[src/hw/rtl/averaged_two_point_percent_map_macros.svh]
// ----------------------------------------------------------------------------
// averaged two-point percent map: assertion macros
// shared assertion wrappers, clocked on clk with active-low rst_n
// ----------------------------------------------------------------------------
`ifndef AVERAGED_TWO_POINT_PERCENT_MAP_MACROS_SVH
`define AVERAGED_TWO_POINT_PERCENT_MAP_MACROS_SVH

`ifndef ASSERT_OFF
// checked outside reset
`define ATPM_ASSERT(lbl, prop) \
    lbl: assert property (@(posedge clk) disable iff (!rst_n) prop) \
        else $error("atpm assertion failed");
// checked at every edge, reset included
`define ATPM_ASSERT_ALWAYS(lbl, prop) \
    lbl: assert property (@(posedge clk) prop) \
        else $error("atpm assertion failed");
`else
`define ATPM_ASSERT(lbl, prop)
`define ATPM_ASSERT_ALWAYS(lbl, prop)
`endif

`endif

[src/hw/rtl/atpm_pkg.sv]
// ----------------------------------------------------------------------------
// atpm_pkg
// widths, constants and shared types of the averaged two-point percent map
// ----------------------------------------------------------------------------
package atpm_pkg;

    localparam int SAMPLES_PER_READING = 10;
    localparam int ADC_WIDTH           = 12;

    // field widths
    localparam int SAMPLE_W = 12;
    localparam int LEVEL_W  = 12;
    localparam int PCT_W    = 14;
    localparam int AVG_W    = 12;
    localparam int CFG_IDX_W = 2;

    // sample bits actually used
    localparam int USED_W = (ADC_WIDTH < SAMPLE_W) ? ADC_WIDTH : SAMPLE_W;
    localparam int CNT_W  = $clog2(SAMPLES_PER_READING + 1);
    localparam int SUM_W  = USED_W + CNT_W;

    // serial divider sizes
    localparam int PROD_W  = LEVEL_W + PCT_W;
    localparam int DVD_W   = (SUM_W > PROD_W) ? SUM_W : PROD_W;
    localparam int DVS_W   = (LEVEL_W > CNT_W) ? LEVEL_W : CNT_W;
    localparam int DIV_CNT_W = $clog2(DVD_W + 1);

    localparam logic [PCT_W-1:0] PCT_FULL = PCT_W'(10000);

    // register indexes
    localparam logic [CFG_IDX_W-1:0] REG_DRY = CFG_IDX_W'(0);
    localparam logic [CFG_IDX_W-1:0] REG_WET = CFG_IDX_W'(1);

    localparam logic [LEVEL_W-1:0] DRY_RESET = LEVEL_W'(4095);
    localparam logic [LEVEL_W-1:0] WET_RESET = LEVEL_W'(0);

    typedef struct packed {
        logic             start;
        logic [DVD_W-1:0] dividend;
        logic [DVS_W-1:0] divisor;
    } div_req_t;

    typedef struct packed {
        logic             done;
        logic [DVD_W-1:0] quotient;
    } div_rsp_t;

endpackage

[src/hw/rtl/atpm_accum.sv]
// ----------------------------------------------------------------------------
// atpm_accum
// running sample sum and count for one reading
// ----------------------------------------------------------------------------
module atpm_accum (
    input  logic                          clk,
    input  logic                          rst_n,
    input  logic                          take,
    input  logic [atpm_pkg::SAMPLE_W-1:0] sample,
    output logic [atpm_pkg::SUM_W-1:0]    total,
    output logic                          last
);
    import atpm_pkg::*;

    logic [SUM_W-1:0] sum_reg;
    logic [SUM_W-1:0] sum_next;
    logic [CNT_W-1:0] count_reg;
    logic [CNT_W-1:0] count_next;

    assign total = sum_reg + SUM_W'(sample[USED_W-1:0]);
    assign last  = (count_reg == CNT_W'(SAMPLES_PER_READING - 1));

    always_comb
    begin
        sum_next   = sum_reg;
        count_next = count_reg;
        if (take)
        begin
            if (last)
            begin
                sum_next   = '0;
                count_next = '0;
            end
            else
            begin
                sum_next   = total;
                count_next = count_reg + CNT_W'(1);
            end
        end
    end

    always_ff @(posedge clk or negedge rst_n)
    begin
        if (!rst_n)
        begin
            sum_reg   <= '0;
            count_reg <= '0;
        end
        else
        begin
            sum_reg   <= sum_next;
            count_reg <= count_next;
        end
    end

endmodule

[src/hw/rtl/atpm_serdiv.sv]
// ----------------------------------------------------------------------------
// atpm_serdiv
// restoring divider, one quotient bit per cycle
// ----------------------------------------------------------------------------
`include "averaged_two_point_percent_map_macros.svh"

module atpm_serdiv (
    input  logic               clk,
    input  logic               rst_n,
    input  atpm_pkg::div_req_t req,
    output atpm_pkg::div_rsp_t rsp
);
    import atpm_pkg::*;

    // dividend shifts out at the top while quotient bits enter at the bottom
    logic [DVD_W-1:0]     dvd_reg;
    logic [DVS_W-1:0]     dvs_reg;
    logic [DVS_W-1:0]     rem_reg;
    logic [DIV_CNT_W-1:0] cnt_reg;
    logic                 busy_reg;
    logic                 done_reg;

    logic [DVS_W:0]   rem_shift;
    logic [DVS_W+1:0] diff;
    logic             ge;

    always_comb
    begin
        rem_shift = {rem_reg, dvd_reg[DVD_W-1]};
        diff      = {1'b0, rem_shift} - {2'b00, dvs_reg};
        ge        = !diff[DVS_W+1];
    end

    always_ff @(posedge clk)
    begin
        if (req.start)
        begin
            dvd_reg <= req.dividend;
            dvs_reg <= req.divisor;
            rem_reg <= '0;
        end
        else if (busy_reg)
        begin
            dvd_reg <= {dvd_reg[DVD_W-2:0], ge};
            rem_reg <= ge ? diff[DVS_W-1:0] : rem_shift[DVS_W-1:0];
        end
    end

    always_ff @(posedge clk or negedge rst_n)
    begin
        if (!rst_n)
        begin
            busy_reg <= 1'b0;
            done_reg <= 1'b0;
            cnt_reg  <= '0;
        end
        else
        begin
            done_reg <= busy_reg && (cnt_reg == DIV_CNT_W'(1));
            if (req.start)
            begin
                busy_reg <= 1'b1;
                cnt_reg  <= DIV_CNT_W'(DVD_W);
            end
            else if (busy_reg)
            begin
                cnt_reg <= cnt_reg - DIV_CNT_W'(1);
                if (cnt_reg == DIV_CNT_W'(1))
                begin
                    busy_reg <= 1'b0;
                end
            end
        end
    end

    assign rsp.done     = done_reg;
    assign rsp.quotient = dvd_reg;

    `ATPM_ASSERT(a_no_restart, busy_reg |-> !req.start)
    `ATPM_ASSERT(a_done_after_busy, done_reg |-> $past(busy_reg))
    `ATPM_ASSERT(a_rem_below_divisor, busy_reg && !$past(req.start) |-> rem_reg < dvs_reg)

endmodule

[src/hw/rtl/averaged_two_point_percent_map.sv]
// ----------------------------------------------------------------------------
// averaged_two_point_percent_map
// averages a fixed number of converter samples and maps the average between
// a dry and a wet level to a clamped percentage in hundredths
// ----------------------------------------------------------------------------
//  channel | direction | handshake          | payload
//  in      | to block  | in_valid/in_stall  | adc_sample
//  out     | from block| out_valid/out_stall| percent_x100, average_level
//  cfg     | to block  | cfg_we             | cfg_index, cfg_data
//
//  the last sample starts two bit-serial divides (average, then percentage),
//  each giving DVD_W quotient bits; the percentage divide is skipped when the
//  average maps to zero or to full scale
//  in_stall is high from the last sample until the result is in the output
//  register; the output register holds one result while samples keep coming
//  reset clears the sum, count and valid flags and loads the default levels
// ----------------------------------------------------------------------------
`include "averaged_two_point_percent_map_macros.svh"

module averaged_two_point_percent_map (
    input  logic                           clk,
    input  logic                           rst_n,
    input  logic                           in_valid,
    output logic                           in_stall,
    input  logic [atpm_pkg::SAMPLE_W-1:0]  adc_sample,
    output logic                           out_valid,
    input  logic                           out_stall,
    output logic [atpm_pkg::PCT_W-1:0]     percent_x100,
    output logic [atpm_pkg::AVG_W-1:0]     average_level,
    input  logic                           cfg_we,
    input  logic [atpm_pkg::CFG_IDX_W-1:0] cfg_index,
    input  logic [atpm_pkg::LEVEL_W-1:0]   cfg_data
);
    import atpm_pkg::*;

    typedef enum logic [4:0] {
        S_IDLE = 5'b00001,
        S_AVG  = 5'b00010,
        S_MAP  = 5'b00100,
        S_PCT  = 5'b01000,
        S_OUT  = 5'b10000
    } state_t;

    state_t state_reg;
    state_t state_next;

    logic [LEVEL_W-1:0] dry_reg;
    logic [LEVEL_W-1:0] wet_reg;
    logic [AVG_W-1:0]   avg_reg;
    logic [PCT_W-1:0]   pct_reg;
    logic [PCT_W-1:0]   out_pct_reg;
    logic [AVG_W-1:0]   out_avg_reg;
    logic               out_valid_reg;

    logic             accept;
    logic [SUM_W-1:0] total;
    logic             last;
    div_req_t         div_req;
    div_rsp_t         div_rsp;

    logic               map_zero;
    logic               map_full;
    logic [LEVEL_W-1:0] num;
    logic [LEVEL_W-1:0] span;
    logic [DVD_W-1:0]   product;
    logic               out_load;

    assign in_stall = (state_reg != S_IDLE);
    assign accept   = in_valid && !in_stall;

    atpm_accum u_accum (
        .clk    (clk),
        .rst_n  (rst_n),
        .take   (accept),
        .sample (adc_sample),
        .total  (total),
        .last   (last)
    );

    // two-point map setup, both orientations
    always_comb
    begin
        if (wet_reg < dry_reg)
        begin
            map_zero = (avg_reg >= dry_reg);
            num      = dry_reg - avg_reg;
            span     = dry_reg - wet_reg;
        end
        else
        begin
            map_zero = (wet_reg == dry_reg) || (avg_reg <= dry_reg);
            num      = avg_reg - dry_reg;
            span     = wet_reg - dry_reg;
        end
        // at or past wet the quotient is at least full scale
        map_full = (num >= span);
        product  = DVD_W'(num) * DVD_W'(PCT_FULL);
    end

    always_comb
    begin
        div_req.start    = 1'b0;
        div_req.dividend = DVD_W'(total);
        div_req.divisor  = DVS_W'(SAMPLES_PER_READING);
        if (state_reg == S_MAP)
        begin
            div_req.dividend = product;
            div_req.divisor  = DVS_W'(span);
            div_req.start    = !map_zero && !map_full;
        end
        else if (state_reg == S_IDLE)
        begin
            div_req.start = accept && last;
        end
    end

    atpm_serdiv u_div (
        .clk   (clk),
        .rst_n (rst_n),
        .req   (div_req),
        .rsp   (div_rsp)
    );

    assign out_load = (state_reg == S_OUT) && (!out_valid_reg || !out_stall);

    always_comb
    begin
        state_next = state_reg;
        case (state_reg)
            S_IDLE:
            begin
                if (accept && last)
                begin
                    state_next = S_AVG;
                end
            end
            S_AVG:
            begin
                if (div_rsp.done)
                begin
                    state_next = S_MAP;
                end
            end
            S_MAP:
            begin
                if (map_zero || map_full)
                begin
                    state_next = S_OUT;
                end
                else
                begin
                    state_next = S_PCT;
                end
            end
            S_PCT:
            begin
                if (div_rsp.done)
                begin
                    state_next = S_OUT;
                end
            end
            S_OUT:
            begin
                if (out_load)
                begin
                    state_next = S_IDLE;
                end
            end
            default:
            begin
                state_next = S_IDLE;
            end
        endcase
    end

    always_ff @(posedge clk)
    begin
        if (state_reg == S_AVG && div_rsp.done)
        begin
            avg_reg <= div_rsp.quotient[AVG_W-1:0];
        end
        if (state_reg == S_MAP)
        begin
            pct_reg <= map_zero ? '0 : PCT_FULL;
        end
        else if (state_reg == S_PCT && div_rsp.done)
        begin
            pct_reg <= div_rsp.quotient[PCT_W-1:0];
        end
        if (out_load)
        begin
            out_pct_reg <= pct_reg;
            out_avg_reg <= avg_reg;
        end
    end

    always_ff @(posedge clk or negedge rst_n)
    begin
        if (!rst_n)
        begin
            state_reg     <= S_IDLE;
            out_valid_reg <= 1'b0;
            dry_reg       <= DRY_RESET;
            wet_reg       <= WET_RESET;
        end
        else
        begin
            state_reg <= state_next;
            if (out_load)
            begin
                out_valid_reg <= 1'b1;
            end
            else if (!out_stall)
            begin
                out_valid_reg <= 1'b0;
            end
            if (cfg_we)
            begin
                case (cfg_index)
                    REG_DRY: dry_reg <= cfg_data;
                    REG_WET: wet_reg <= cfg_data;
                    default: ;
                endcase
            end
        end
    end

    assign out_valid     = out_valid_reg;
    assign percent_x100  = out_pct_reg;
    assign average_level = out_avg_reg;

    `ATPM_ASSERT(a_pct_in_range, out_valid_reg |-> out_pct_reg <= PCT_FULL)
    `ATPM_ASSERT_ALWAYS(a_done_waits, div_rsp.done |-> (state_reg == S_AVG || state_reg == S_PCT))
    `ATPM_ASSERT(a_last_starts_div, state_reg == S_IDLE && accept && last |=> state_reg == S_AVG)

endmodule

[config.mk]
export PLATFORM = sky130hd
export DESIGN_NAME = averaged_two_point_percent_map
export DESIGN_NICKNAME = d
export VERILOG_FILES = /design/src/hw/rtl/atpm_pkg.sv /design/src/hw/rtl/atpm_accum.sv /design/src/hw/rtl/atpm_serdiv.sv /design/src/hw/rtl/averaged_two_point_percent_map.sv
export VERILOG_INCLUDE_DIRS = /design/src /design/src/hw/rtl
export SDC_FILE = /design/constraint.sdc
export NUM_CORES = 1
export LEC_CHECK = 0
export BUFFER_PORTS_ARGS = -buffer_cell sky130_fd_sc_hd__buf_4
export CAP_MARGIN = 20
export CORE_ASPECT_RATIO = 2
export CORE_MARGIN = 8
export CORE_UTILIZATION = 40
export CTS_CLUSTER_SIZE = 25
export DETAILED_ROUTE_END_ITERATION = 6
export GPL_TIMING_DRIVEN = 0
export HOLD_SLACK_MARGIN = 0.12
export SYNTH_ARGS = -nofsm -noshare
export SYNTH_HDL_FRONTEND = slang
export SYNTH_HIERARCHICAL = 1
export SYNTH_SLANG_ARGS = --single-unit
export TNS_END_PERCENT = 10
[constraint.sdc]
create_clock -name clk -period 7.68 [get_ports clk]
set_input_delay 0.384 -clock clk [delete_from_list [all_inputs] [get_ports clk]]
set_output_delay 0.384 -clock clk [all_outputs]
set_load 0.02 [all_outputs]
# == Yosys cells after proc, flatten, opt, wreduce, memory -nomap -nowiden ==
# Index checks and enable logic that the tools add are counted.
# op_classes
n_addsub,8
n_mul,1
order_cmp,4
eq_ne,15
mux,27
reduce_logical,22
# op_table
operator,n
two-way mux 26 bit,2
subtractor 12 bit,4
two-way mux 14 bit,3
two-way mux 38 bit,1
two-way mux 12 bit,3
two-way mux 5 bit,7
one-hot mux 5 bit (5 select lines),1
greater-or-equal comparator 12 bit,2
"multiplier 12 x 10 -> 22 bit, second input constant",1
adder 16 x 12 -> 16 bit,1
two-way mux 16 bit,1
subtractor 13 x 12 -> 14 bit,1
equality test 12 bit,1
<= comparator 12 bit,1
less-than comparator 12 bit,1
"equality test 5 x 1 -> 1 bit, second input constant",2
two-way mux 1 bit,8
"inequality test 2 x 1 -> 1 bit, second input constant",4
logical AND 1 bit,7
zero test 1 bit,6
"equality test 5 x 2 -> 1 bit, second input constant",1
"equality test 5 x 3 -> 1 bit, second input constant",1
"equality test 5 x 4 -> 1 bit, second input constant",1
"equality test 5 bit, second input constant",1
12 further kinds,16
# totals
reg_bits,159
input_bits,31
wordCells,93

# == Depth between registers and ports, before layout ==
# Gate-level depths: netlist (run 1).
# depth
word_depth,7
ltp_mapped,31
ltp_nobuf,30

# == By module ==
# The synthesis (run 1) kept the hierarchy.
# modules_own_cells
module,n_inst,cells_each,area_each_um2
averaged_two_point_percent_map,1,780,7453.4
atpm_serdiv,1,250,2992.9
atpm_accum,1,168,1559.0

# == Least setup slack after synthesis (run 1) ==
# No wires, ideal clock.
# synth_timing
kind,register to register
startpoint,register dry_reg[1]
endpoint,"register u_div.dvd_reg[23], data pin"
setup_ns,0.260
t_arrival_ns,6.551
t_required_ns,7.420
path_slack_ns,0.869
path_stages_with_launch,28
period_less_slack_ns,6.811
path_cell_list,dfstp_2 -> inv_1 -> fa_1 -> nand3_1 -> a21oi_2 -> o21a_2 -> nor2_4 -> buf_2 -> o21ai_0 -> xnor2_1 -> fa_1 -> ha_1 -> inv_1 -> fa_1 -> inv_1 -> ha_1 -> inv_1 -> fa_1 -> inv_1 -> ha_1 -> or2_2 -> a21oi_1 -> o31ai_1 -> o41ai_2 -> o21ai_0 -> xnor2_1 -> nor2_1 -> mux2_2
# synth_rtl
item,line,text
start: declaration,averaged_two_point_percent_map.sv:47,logic [LEVEL_W-1:0] dry_reg;
start signal: assignment,averaged_two_point_percent_map.sv:220,REG_DRY: dry_reg <= cfg_data;
end signal: assignment,atpm_serdiv.sv:38,dvd_reg <= req.dividend;
end signal: assignment,atpm_serdiv.sv:44,"dvd_reg <= {dvd_reg[DVD_W-2:0], ge};"
end: declaration,atpm_serdiv.sv:16,logic [DVD_W-1:0] dvd_reg;

==> impl_metrics.py, run 1 <==
metrics = {
    "clocking": {
        "cts_root_buffer": "clkbuf_16",
        "clock_latency_ns": 0.45,
        "clock-sinks": 159,
        "tritoncts": "built",
        "path_clk_slew_ns": 0.07,
        "htree_levels": 4,
        "clockBufferDepth": 2,
        "numCtsBuffers": 17,
    },
    "yosys": {
        "synth_top_area_cell": "edfxtp_1",
        "synth.avg_cell_area_sq_um": 10.02,
        "synth_edf_count": 90,
        "syn_nets": 1399,
        "synthCells": 1198,
        "netlist.area_leader.share_pct": 22.51,
        "synth-seq-cells": 159,
        "yosysWarnings": 6,
        "synthTopCellsByCount": "inv_1, ha_1, edfxtp_1",
        "ys.flop_type": "edfxtp_1",
        "yosysUniqueCellTypes": 95,
        "netlist_area_sq_um": 12010,
        "async_reset_ff_share_pct": 35.85,
        "ys_seq_area_share_pct": 36.53,
        "synth_area_leaders": "edfxtp_1, ha_1, dfrtp_1",
        "synth.most_common_cell": "inv_1",
    },
    "timing": {
        "tightestPinTransition_ns": 0.9806,
        "fmax_mhz": 135.7,
        "min_period_ns": 7.369,
        "slew_headroom_pct": 33.94,
        "slew_violations": 0,
        "finalCritPeriodShare_pct": 95.95,
        "finalSetupViolations": 0,
        "clock_skew_ns": 0.009476,
        "hold_ws_ns": 0.1558,
        "hold_viol": 0,
    },
    "grt": {
        "antenna_found_initial": 1,
        "grt.overflow.total": 0,
        "track_usage_pct": 17.24,
        "grt_pass1_vias": 9226,
        "grt_max_degree": 58,
        "grt_pass1_wl_um": 49520,
    },
    "setup_path": {
        "end_kind": "register",
        "required_ns": 7.87,
        "crit_fanout": 5,
        "startpoint_type": "register",
        "path_class": "reg -> reg",
        "critPathArrivalTime_ns": 7.56,
    },
    "route": {
        "routedWlPerCell_um": 18.11,
        "num_vias": 9035,
        "ant_nets": 0,
        "wl_um": 30370,
        "viasPerCell": 5.388,
        "drc": 0,
        "dr.first_iter.drc_count": 398,
        "firstDrtPassIters": 5,
    },
    "placed_design": {
        "post-dp-hpwl_um": 23830,
        "place_congestion": 0.9136,
        "port_buffers": 58,
    },
    "hold_path": {
        "hold_path.class": "in -> reg",
    },
    "finish": {
        "n_antenna_cell": 0,
        "synthToLayoutAreaGrowth_pct": 15.00,
        "final_util_pct": 46.26,
        "layout.nets": 1497,
        "drive_above_1_share_pct": 17.27,
        "largest_reg_flops": 26,
    },
    "outcome": {
        "status": "complete, no violations",
    },
    "floorplanning": {
        "die_w_um": 138.5,
        "die_h_um": 261,
        "io_pins": 59,
        "dieArea_sq_um": 36150,
        "core.rowCount": 90,
        "core_sq_um": 29840,
        "initial_core_util_pct": 40.23,
    },
    "flow_run": {
        "cap_violations": 0,
    },
}
per-stage QoR:
stage	instances	setup WS, ns	cell area, sq um	TNS [ns]
floorplan	1198	0.8692	12010	0
global placement	1624	-0.3248	12900	-11.14
detailed placement	1626	-0.2374	12930	-0.4713
CTS	1660	0.03124	13600	0
global route	1677	-0.06500	13810	-0.1025
finish	1677	0.3109	13810	0
layer usage:
layer / global-route usage (%) / up-vias / routed length [um]
li1: - / 4441 / -
met4: 8.649 / 2 / 1306
met1: 20.94 / 4324 / 13210
met3: 2.705 / 63 / 1105
met5: 0 / - / 13
met2: 29.12 / 205 / 14730
critical path, stage by stage (launching register included):
cell,delay [ns]
dfstp_2,0.58
clkinvlp_4,0.11
buf_4,0.16
ha_1,0.33
nor2b_1,0.14
o21ai_0,0.24
a21boi_0,0.13
o21ai_1,0.21
nand3_1,0.13
o2111a_1,0.19
or4_1,0.53
and3_2,0.25
fa_1,0.50
ha_1,0.29
inv_1,0.05
fa_1,0.53
inv_1,0.04
ha_1,0.28
ha_1,0.30
ha_1,0.36
and2_1,0.19
o21ai_0,0.17
o31ai_1,0.15
o41ai_2,0.45
o41ai_1,0.14
xnor2_1,0.28
nor2_1,0.07
mux2_2,0.30
layout make-up:
cell class	instances	area [sq um]
clock buffers	20	483.0
fillers	2773	16040
clock inverters	12	113.9
repair buffers	79	616.8
well taps	368	460.4
flip-flops and latches	159	4385
multi-input cells	855	6997
plain buffers	40	205.2
inverters	144	544.3
repair_timing:
action | 4_1_cts | 5_1_grt
endpoints found under the hold margin | 44 | 0
endpoints found under the setup margin | 4 | 6
resized for setup | 7 | 17
setup buffers | 1 | 16
hold buffers | 1 | 0
pin swaps | 0 | 8
placed cells by master, fill, tap and decap left out, drive strengths merged, types with 7 or more instances in the layout:
cell type,instances
a21o,36
clkbuf,42
o21bai,8
and3,12
dfrtp,44
mux2,39
xnor2,35
nor2b,9
nor3,15
dfxtp,12
a21oi,59
inv,148
or3,7
nand4,10
nor2,82
o21ai,64
o21a,11
and2,18
fa,29
nand2,85
or2,7
nand3,23
mux2i,15
xor2,25
nor4,7
buf,96
edfxtp,90
ha,141
dfstp,13
clkinv,7
nand2b,8
a211oi,13
logic make-up after synthesis:
logic type	synth area share (%)
buffers and inverters	6.159
AOI/OAI and AO/OA	16.08
muxes	4.940
and+or+nand+nor	12.38
DFF	36.53
xor gates and xnor gates	4.377
adders and majority gates	19.53
worst paths after layout:
path | from | end | slack [ns] | cells past startpoint
setup / recovery | dry_reg[1] | u_div/dvd_reg[25] | 0.31 | 27
hold / removal | cfg_data[6] | dry_reg[6] | 0.16 | 3
setup reg to reg | dry_reg[1] | u_div/dvd_reg[25] | 0.31 | 27
hold reg to reg | pct_reg[6] | percent_x100[6] | 0.42 | 0
max in group asynchronous | rst_n | u_accum/count_reg[3] | 6.56 | 2
min in group asynchronous | rst_n | wet_reg[6] | 0.56 | 2
Power of run 1 is not shown: default switching activity piles up to over one toggle a cycle in this logic, so the estimate is an artifact.
==> run 2, diff against run 1 <==
Settings changed: PLACE_DENSITY from default to 0.63.
==> impl_metrics.py, run 2 (synthesis results as in run 1) <==
metrics = {
    "outcome": {
        "status": "complete, no violations",
    },
    "hold_path": {
        "holdPathEnd": "dry_reg[7]",
        "hold_path.class": "in -> reg",
        "min_path_cells": 3,
        "hp-start": "cfg_data[7]",
    },
    "grt": {
        "grt_pass1_vias": 9182,
        "grt_max_degree": 58,
        "track_usage_pct": 16.98,
        "antenna_found_initial": 0,
        "grt_pass1_wl_um": 48870,
        "grt.overflow.total": 0,
    },
    "floorplanning": {
        "dieArea_sq_um": 36150,
        "core_sq_um": 29840,
        "die_w_um": 138.5,
        "die_h_um": 261,
        "initial_core_util_pct": 40.23,
        "io_pins": 59,
        "core.rowCount": 90,
    },
    "route": {
        "dr.first_iter.drc_count": 605,
        "ant_nets": 0,
        "firstDrtPassIters": 5,
        "wl_um": 30320,
        "num_vias": 9053,
        "drc": 0,
        "viasPerCell": 5.392,
        "routedWlPerCell_um": 18.06,
    },
    "finish": {
        "regArea_sq_um": 4385,
        "layout.nets": 1499,
        "most-common-layout-cells": "inv_1, ha_1, edfxtp_1",
        "drive_above_1_share_pct": 17.16,
        "multi_input_area_sq_um": 7007,
        "synthToLayoutAreaGrowth_pct": 15.07,
        "nFillCells": 2769,
        "final_util_pct": 46.29,
        "largest_reg_flops": 26,
        "n_antenna_cell": 0,
    },
    "placed_design": {
        "post-dp-hpwl_um": 23470,
        "place_congestion": 0.9022,
        "port_buffers": 58,
    },
    "setup_path": {
        "required_ns": 7.88,
        "path_class": "reg -> reg",
        "r2r_cells": 27,
        "startpoint_type": "register",
        "end_kind": "register",
        "r2r-start": "dry_reg[1]",
        "critPathArrivalTime_ns": 7.55,
        "crit_fanout": 5,
        "rr_endpoint": "u_div/dvd_reg[23]",
        "reg2reg_slack_ns": 0.33,
    },
    "clocking": {
        "path_clk_slew_ns": 0.07,
        "cts_root_buffer": "clkbuf_16",
        "clockBufferDepth": 2,
        "clock_latency_ns": 0.45,
        "htree_levels": 4,
        "numCtsBuffers": 17,
        "clock-sinks": 159,
        "tritoncts": "built",
    },
    "timing": {
        "finalCritPeriodShare_pct": 95.71,
        "fmax_mhz": 136.0,
        "slew_violations": 0,
        "slew_headroom_pct": 28.55,
        "min_period_ns": 7.351,
        "tightestPinTransition_ns": 1.061,
        "finalSetupViolations": 0,
        "clock_skew_ns": 0.01311,
        "hold_viol": 0,
        "grt_setup_unrepaired": "no",
    },
    "flow_run": {
        "cap_violations": 0,
    },
}
-- run 2: cell count changes in the layout (fill, tap and decap cells not counted), sizes merged --
cell      previous run  this run
bufinv               0         2
inv                148       147
clkbuf              42        40
clkinvlp             1         4
buf                 96        98
clkinv               7         5
-- run 2: layout make-up --
type | instances | area share, %
multi-input combinational | 855 | 50.72
clock inverter | 14 | 1.277
inverter | 144 | 3.940
buffer | 40 | 1.458
sequential | 159 | 31.75
timing repair buffer | 81 | 4.420
tap | 368 | 3.333
clock buffer | 18 | 3.107
-- run 2: how the worst max path moves through the flow --
stage | slack, ns | from | cells past startpoint | to
floorplan | 0.87 | dry_reg[1] | 27 | u_div/dvd_reg[23]
global route | 0.005 | dry_reg[3] | 29 | u_div/dvd_reg[23]
detailed placement | -0.25 | dry_reg[1] | 25 | u_div/dvd_reg[23]
finish | 0.33 | dry_reg[1] | 27 | u_div/dvd_reg[23]
CTS | 0.04 | dry_reg[1] | 28 | u_div/dvd_reg[23]
global placement | -0.46 | dry_reg[1] | 19 | u_div/dvd_reg[12]
-- run 2: metal layers --
metal  GRT usage [%]  up-vias  part of all wire, %
met5               0        -                    0
met1           20.34     4347                   43
met2           29.10      212                   50
met4           7.951        0                  3.6
met3           2.886       52                  4.0
li1                -     4442                    -
-- run 2: timing repair --
item | CTS | global route
gates resized for setup | 6 | 12
pin swaps | 0 | 7
buffers inserted | 0 | 21
endpoints found under the setup margin | 3 | 5
endpoints found under the hold margin | 44 | 0
hold buffers | 1 | 0
-- run 2: worst max-delay path, cell delays in order (launching register included) --
cell and delay (ns):
dfstp_2 0.59, clkinvlp_4 0.13, buf_4 0.16, ha_1 0.32, nor2b_1 0.13, o21ai_0 0.21, a21boi_0 0.12, o21ai_0 0.29
nand3_1 0.15, o2111a_1 0.19, or4_1 0.53, and3_1 0.25, fa_1 0.50, ha_1 0.28, inv_1 0.05, fa_1 0.53
inv_1 0.05, ha_1 0.29, ha_1 0.30, ha_1 0.37, and2_1 0.20, o21ai_0 0.16, o31ai_1 0.14, o41ai_2 0.43
o21ai_0 0.16, xnor2_1 0.26, nor2_1 0.07, mux2_2 0.28
-- run 2: metrics by stage --
step           TNS (ns)  hold slack, ns  cell area (sq um)  std cells  worst slack [ns]
2_1_floorplan         0         0.08841              12010       1198            0.8692
3_3_place_gp     -17.31          0.4059              12900       1624           -0.4585
3_5_place_dp    -0.5227          0.4089              12930       1625           -0.2518
4_1_cts               0          0.1298              13590       1658           0.04053
5_1_grt               0          0.1607              13810       1679          0.005297
6_report              0          0.1468              13810       1679            0.3293
Power of run 2 is left out for the same reason.
==> run 3, diff against run 2 <==
Settings changed: GPL_ROUTABILITY_DRIVEN from default to 0.
Clock period 7.68 ns to 8.75 ns, I/O delays scaled along.
==> impl_metrics.py, run 3 (synthesis results as in run 1) <==
metrics = {
    "outcome": {
        "status": "complete, no violations",
    },
    "finish": {
        "n_antenna_cell": 0,
        "drive_above_1_share_pct": 15.02,
        "final_common_cell": "inv_1",
        "layout.nets": 1480,
        "largest_reg_flops": 26,
        "synthToLayoutAreaGrowth_pct": 12.86,
        "nFillCells": 2784,
        "most-common-layout-cells": "inv_1, ha_1, edfxtp_1",
    },
    "floorplanning": {
        "core_sq_um": 29840,
        "die_h_um": 261,
        "die_w_um": 138.5,
        "io_pins": 59,
        "initial_core_util_pct": 40.23,
        "dieArea_sq_um": 36150,
        "core.rowCount": 90,
    },
    "clocking": {
        "cts_root_buffer": "clkbuf_16",
        "clock_latency_ns": 0.44,
        "htree_levels": 4,
        "numCtsBuffers": 17,
        "clock-sinks": 159,
        "clockBufferDepth": 2,
        "path_clk_slew_ns": 0.07,
        "tritoncts": "built",
    },
    "timing": {
        "finalSetupViolations": 0,
        "tightestPinTransition_ns": 0.9992,
        "slew_headroom_pct": 32.48,
        "slew_violations": 0,
        "min_period_ns": 7.973,
        "setup_tns_ns": 0,
        "finalCritPeriodShare_pct": 91.12,
        "grt_setup_unrepaired": "no",
        "fmax_mhz": 125.4,
        "hold_viol": 0,
        "clock_skew_ns": 0.01195,
    },
    "route": {
        "routedWlPerCell_um": 18.08,
        "ant_nets": 0,
        "drc": 0,
        "wl_um": 30010,
        "firstDrtPassIters": 5,
        "dr.first_iter.drc_count": 537,
        "viasPerCell": 5.451,
        "num_vias": 9049,
    },
    "setup_path": {
        "path_class": "reg -> reg",
        "path_buf_inv": 3,
        "path_delay_family": "adder cells",
        "cpMaxStageDelayCell": "xnor2_1",
        "startpoint_type": "register",
        "slowest_delay_ns": 0.64,
        "cp_common_cell": "fa_1",
        "end_kind": "register",
        "required_ns": 8.94,
        "critPathArrivalTime_ns": 8.17,
        "crit_fanout": 8,
    },
    "hold_path": {
        "hold_path.class": "in -> reg",
    },
    "placed_design": {
        "port_buffers": 58,
        "post-dp-hpwl_um": 23560,
    },
    "grt": {
        "grt_max_degree": 58,
        "track_usage_pct": 16.97,
        "grt.overflow.total": 0,
        "grt_pass1_wl_um": 48960,
        "grt_pass1_vias": 9270,
        "antenna_found_initial": 0,
    },
    "flow_run": {
        "cap_violations": 0,
    },
}
## run 3: changes by cell type in the layout (fill, tap and decap cells not counted), moves of 2 or more
cell,before,now
buf_2,6,8
buf_4,83,61
xnor2_2,2,0
xnor2_1,32,35
xor2_1,23,25
## run 3: layout make-up
class | instances | area (sq um) | share of cell area (%)
Tap cell | 368 | 460.4 | 3.398
Timing Repair Buffer | 62 | 485.5 | 3.583
Inverter | 144 | 540.5 | 3.989
Multi-Input combinational cell | 855 | 6897 | 50.90
Sequential cell | 159 | 4385 | 32.37
Buffer | 40 | 198.9 | 1.468
Clock inverter | 14 | 152.6 | 1.127
Clock buffer | 18 | 429.2 | 3.167
## run 3: path summary, 6_finish.rpt
path / start / end / slack [ns] / depth (start not counted)
worst min-delay path: cfg_data[11] / dry_reg[11] / 0.20 / 3
worst max register to register: dry_reg[1] / u_div/dvd_reg[23] / 0.78 / 25
min in group asynchronous: rst_n / wet_reg[11] / 0.61 / 2
worst max-delay path: dry_reg[1] / u_div/dvd_reg[23] / 0.78 / 25
worst min register to register: pct_reg[10] / percent_x100[10] / 0.43 / 0
max in group asynchronous: rst_n / u_div/busy_reg / 7.55 / 2
## run 3: what timing repair did
item	CTS	global route
hold buffers	1	0
setup buffers	0	0
resized for setup	0	0
hold endpoints to repair	12	0
## run 3: stage by stage
step | cell area (sq um) | cells | util (%) | setup slack, ns | hold slack [ns]
2_1_floorplan | 12010 | 1198 | - | 1.939 | 0.1419
3_3_place_gp | 12900 | 1624 | 43.23 | 0.5222 | 0.4090
3_5_place_dp | 12930 | 1626 | 43.33 | 0.8734 | 0.4117
4_1_cts | 13520 | 1659 | 45.31 | 0.8153 | 0.1819
5_1_grt | 13550 | 1660 | 45.40 | 0.3168 | 0.2117
6_report | 13550 | 1660 | 45.40 | 0.7771 | 0.2018
## run 3: layer usage
| metal | up-vias | part of all wire, % | global-route usage (%) |
|---|---|---|---|
| met4 | 0 | 4.0 | 8.498 |
| met5 | - | 0 | 0 |
| met3 | 58 | 3.7 | 2.777 |
| met1 | 4371 | 43 | 20.34 |
| li1 | 4404 | - | - |
| met2 | 216 | 49 | 28.91 |
## run 3: worst reg2reg max path: stages (launching register included)
cell and delay, ns:
dfstp_2 0.61, inv_1 0.16, fa_1 0.47, nand3_1 0.14
a21oi_2 0.12, o21ai_4 0.32, o21ai_1 0.12, o32ai_1 0.23
o21ai_1 0.17, or2_2 0.33, xnor2_1 0.64, fa_1 0.55
ha_1 0.32, fa_1 0.51, ha_1 0.30, inv_1 0.05
fa_1 0.51, inv_1 0.04, ha_1 0.24, a2111oi_1 0.52
o31ai_1 0.21, o41ai_2 0.42, o21ai_0 0.19, xnor2_1 0.21
nor2_1 0.08, mux2_2 0.29
Power of run 3 is left out for the same reason.
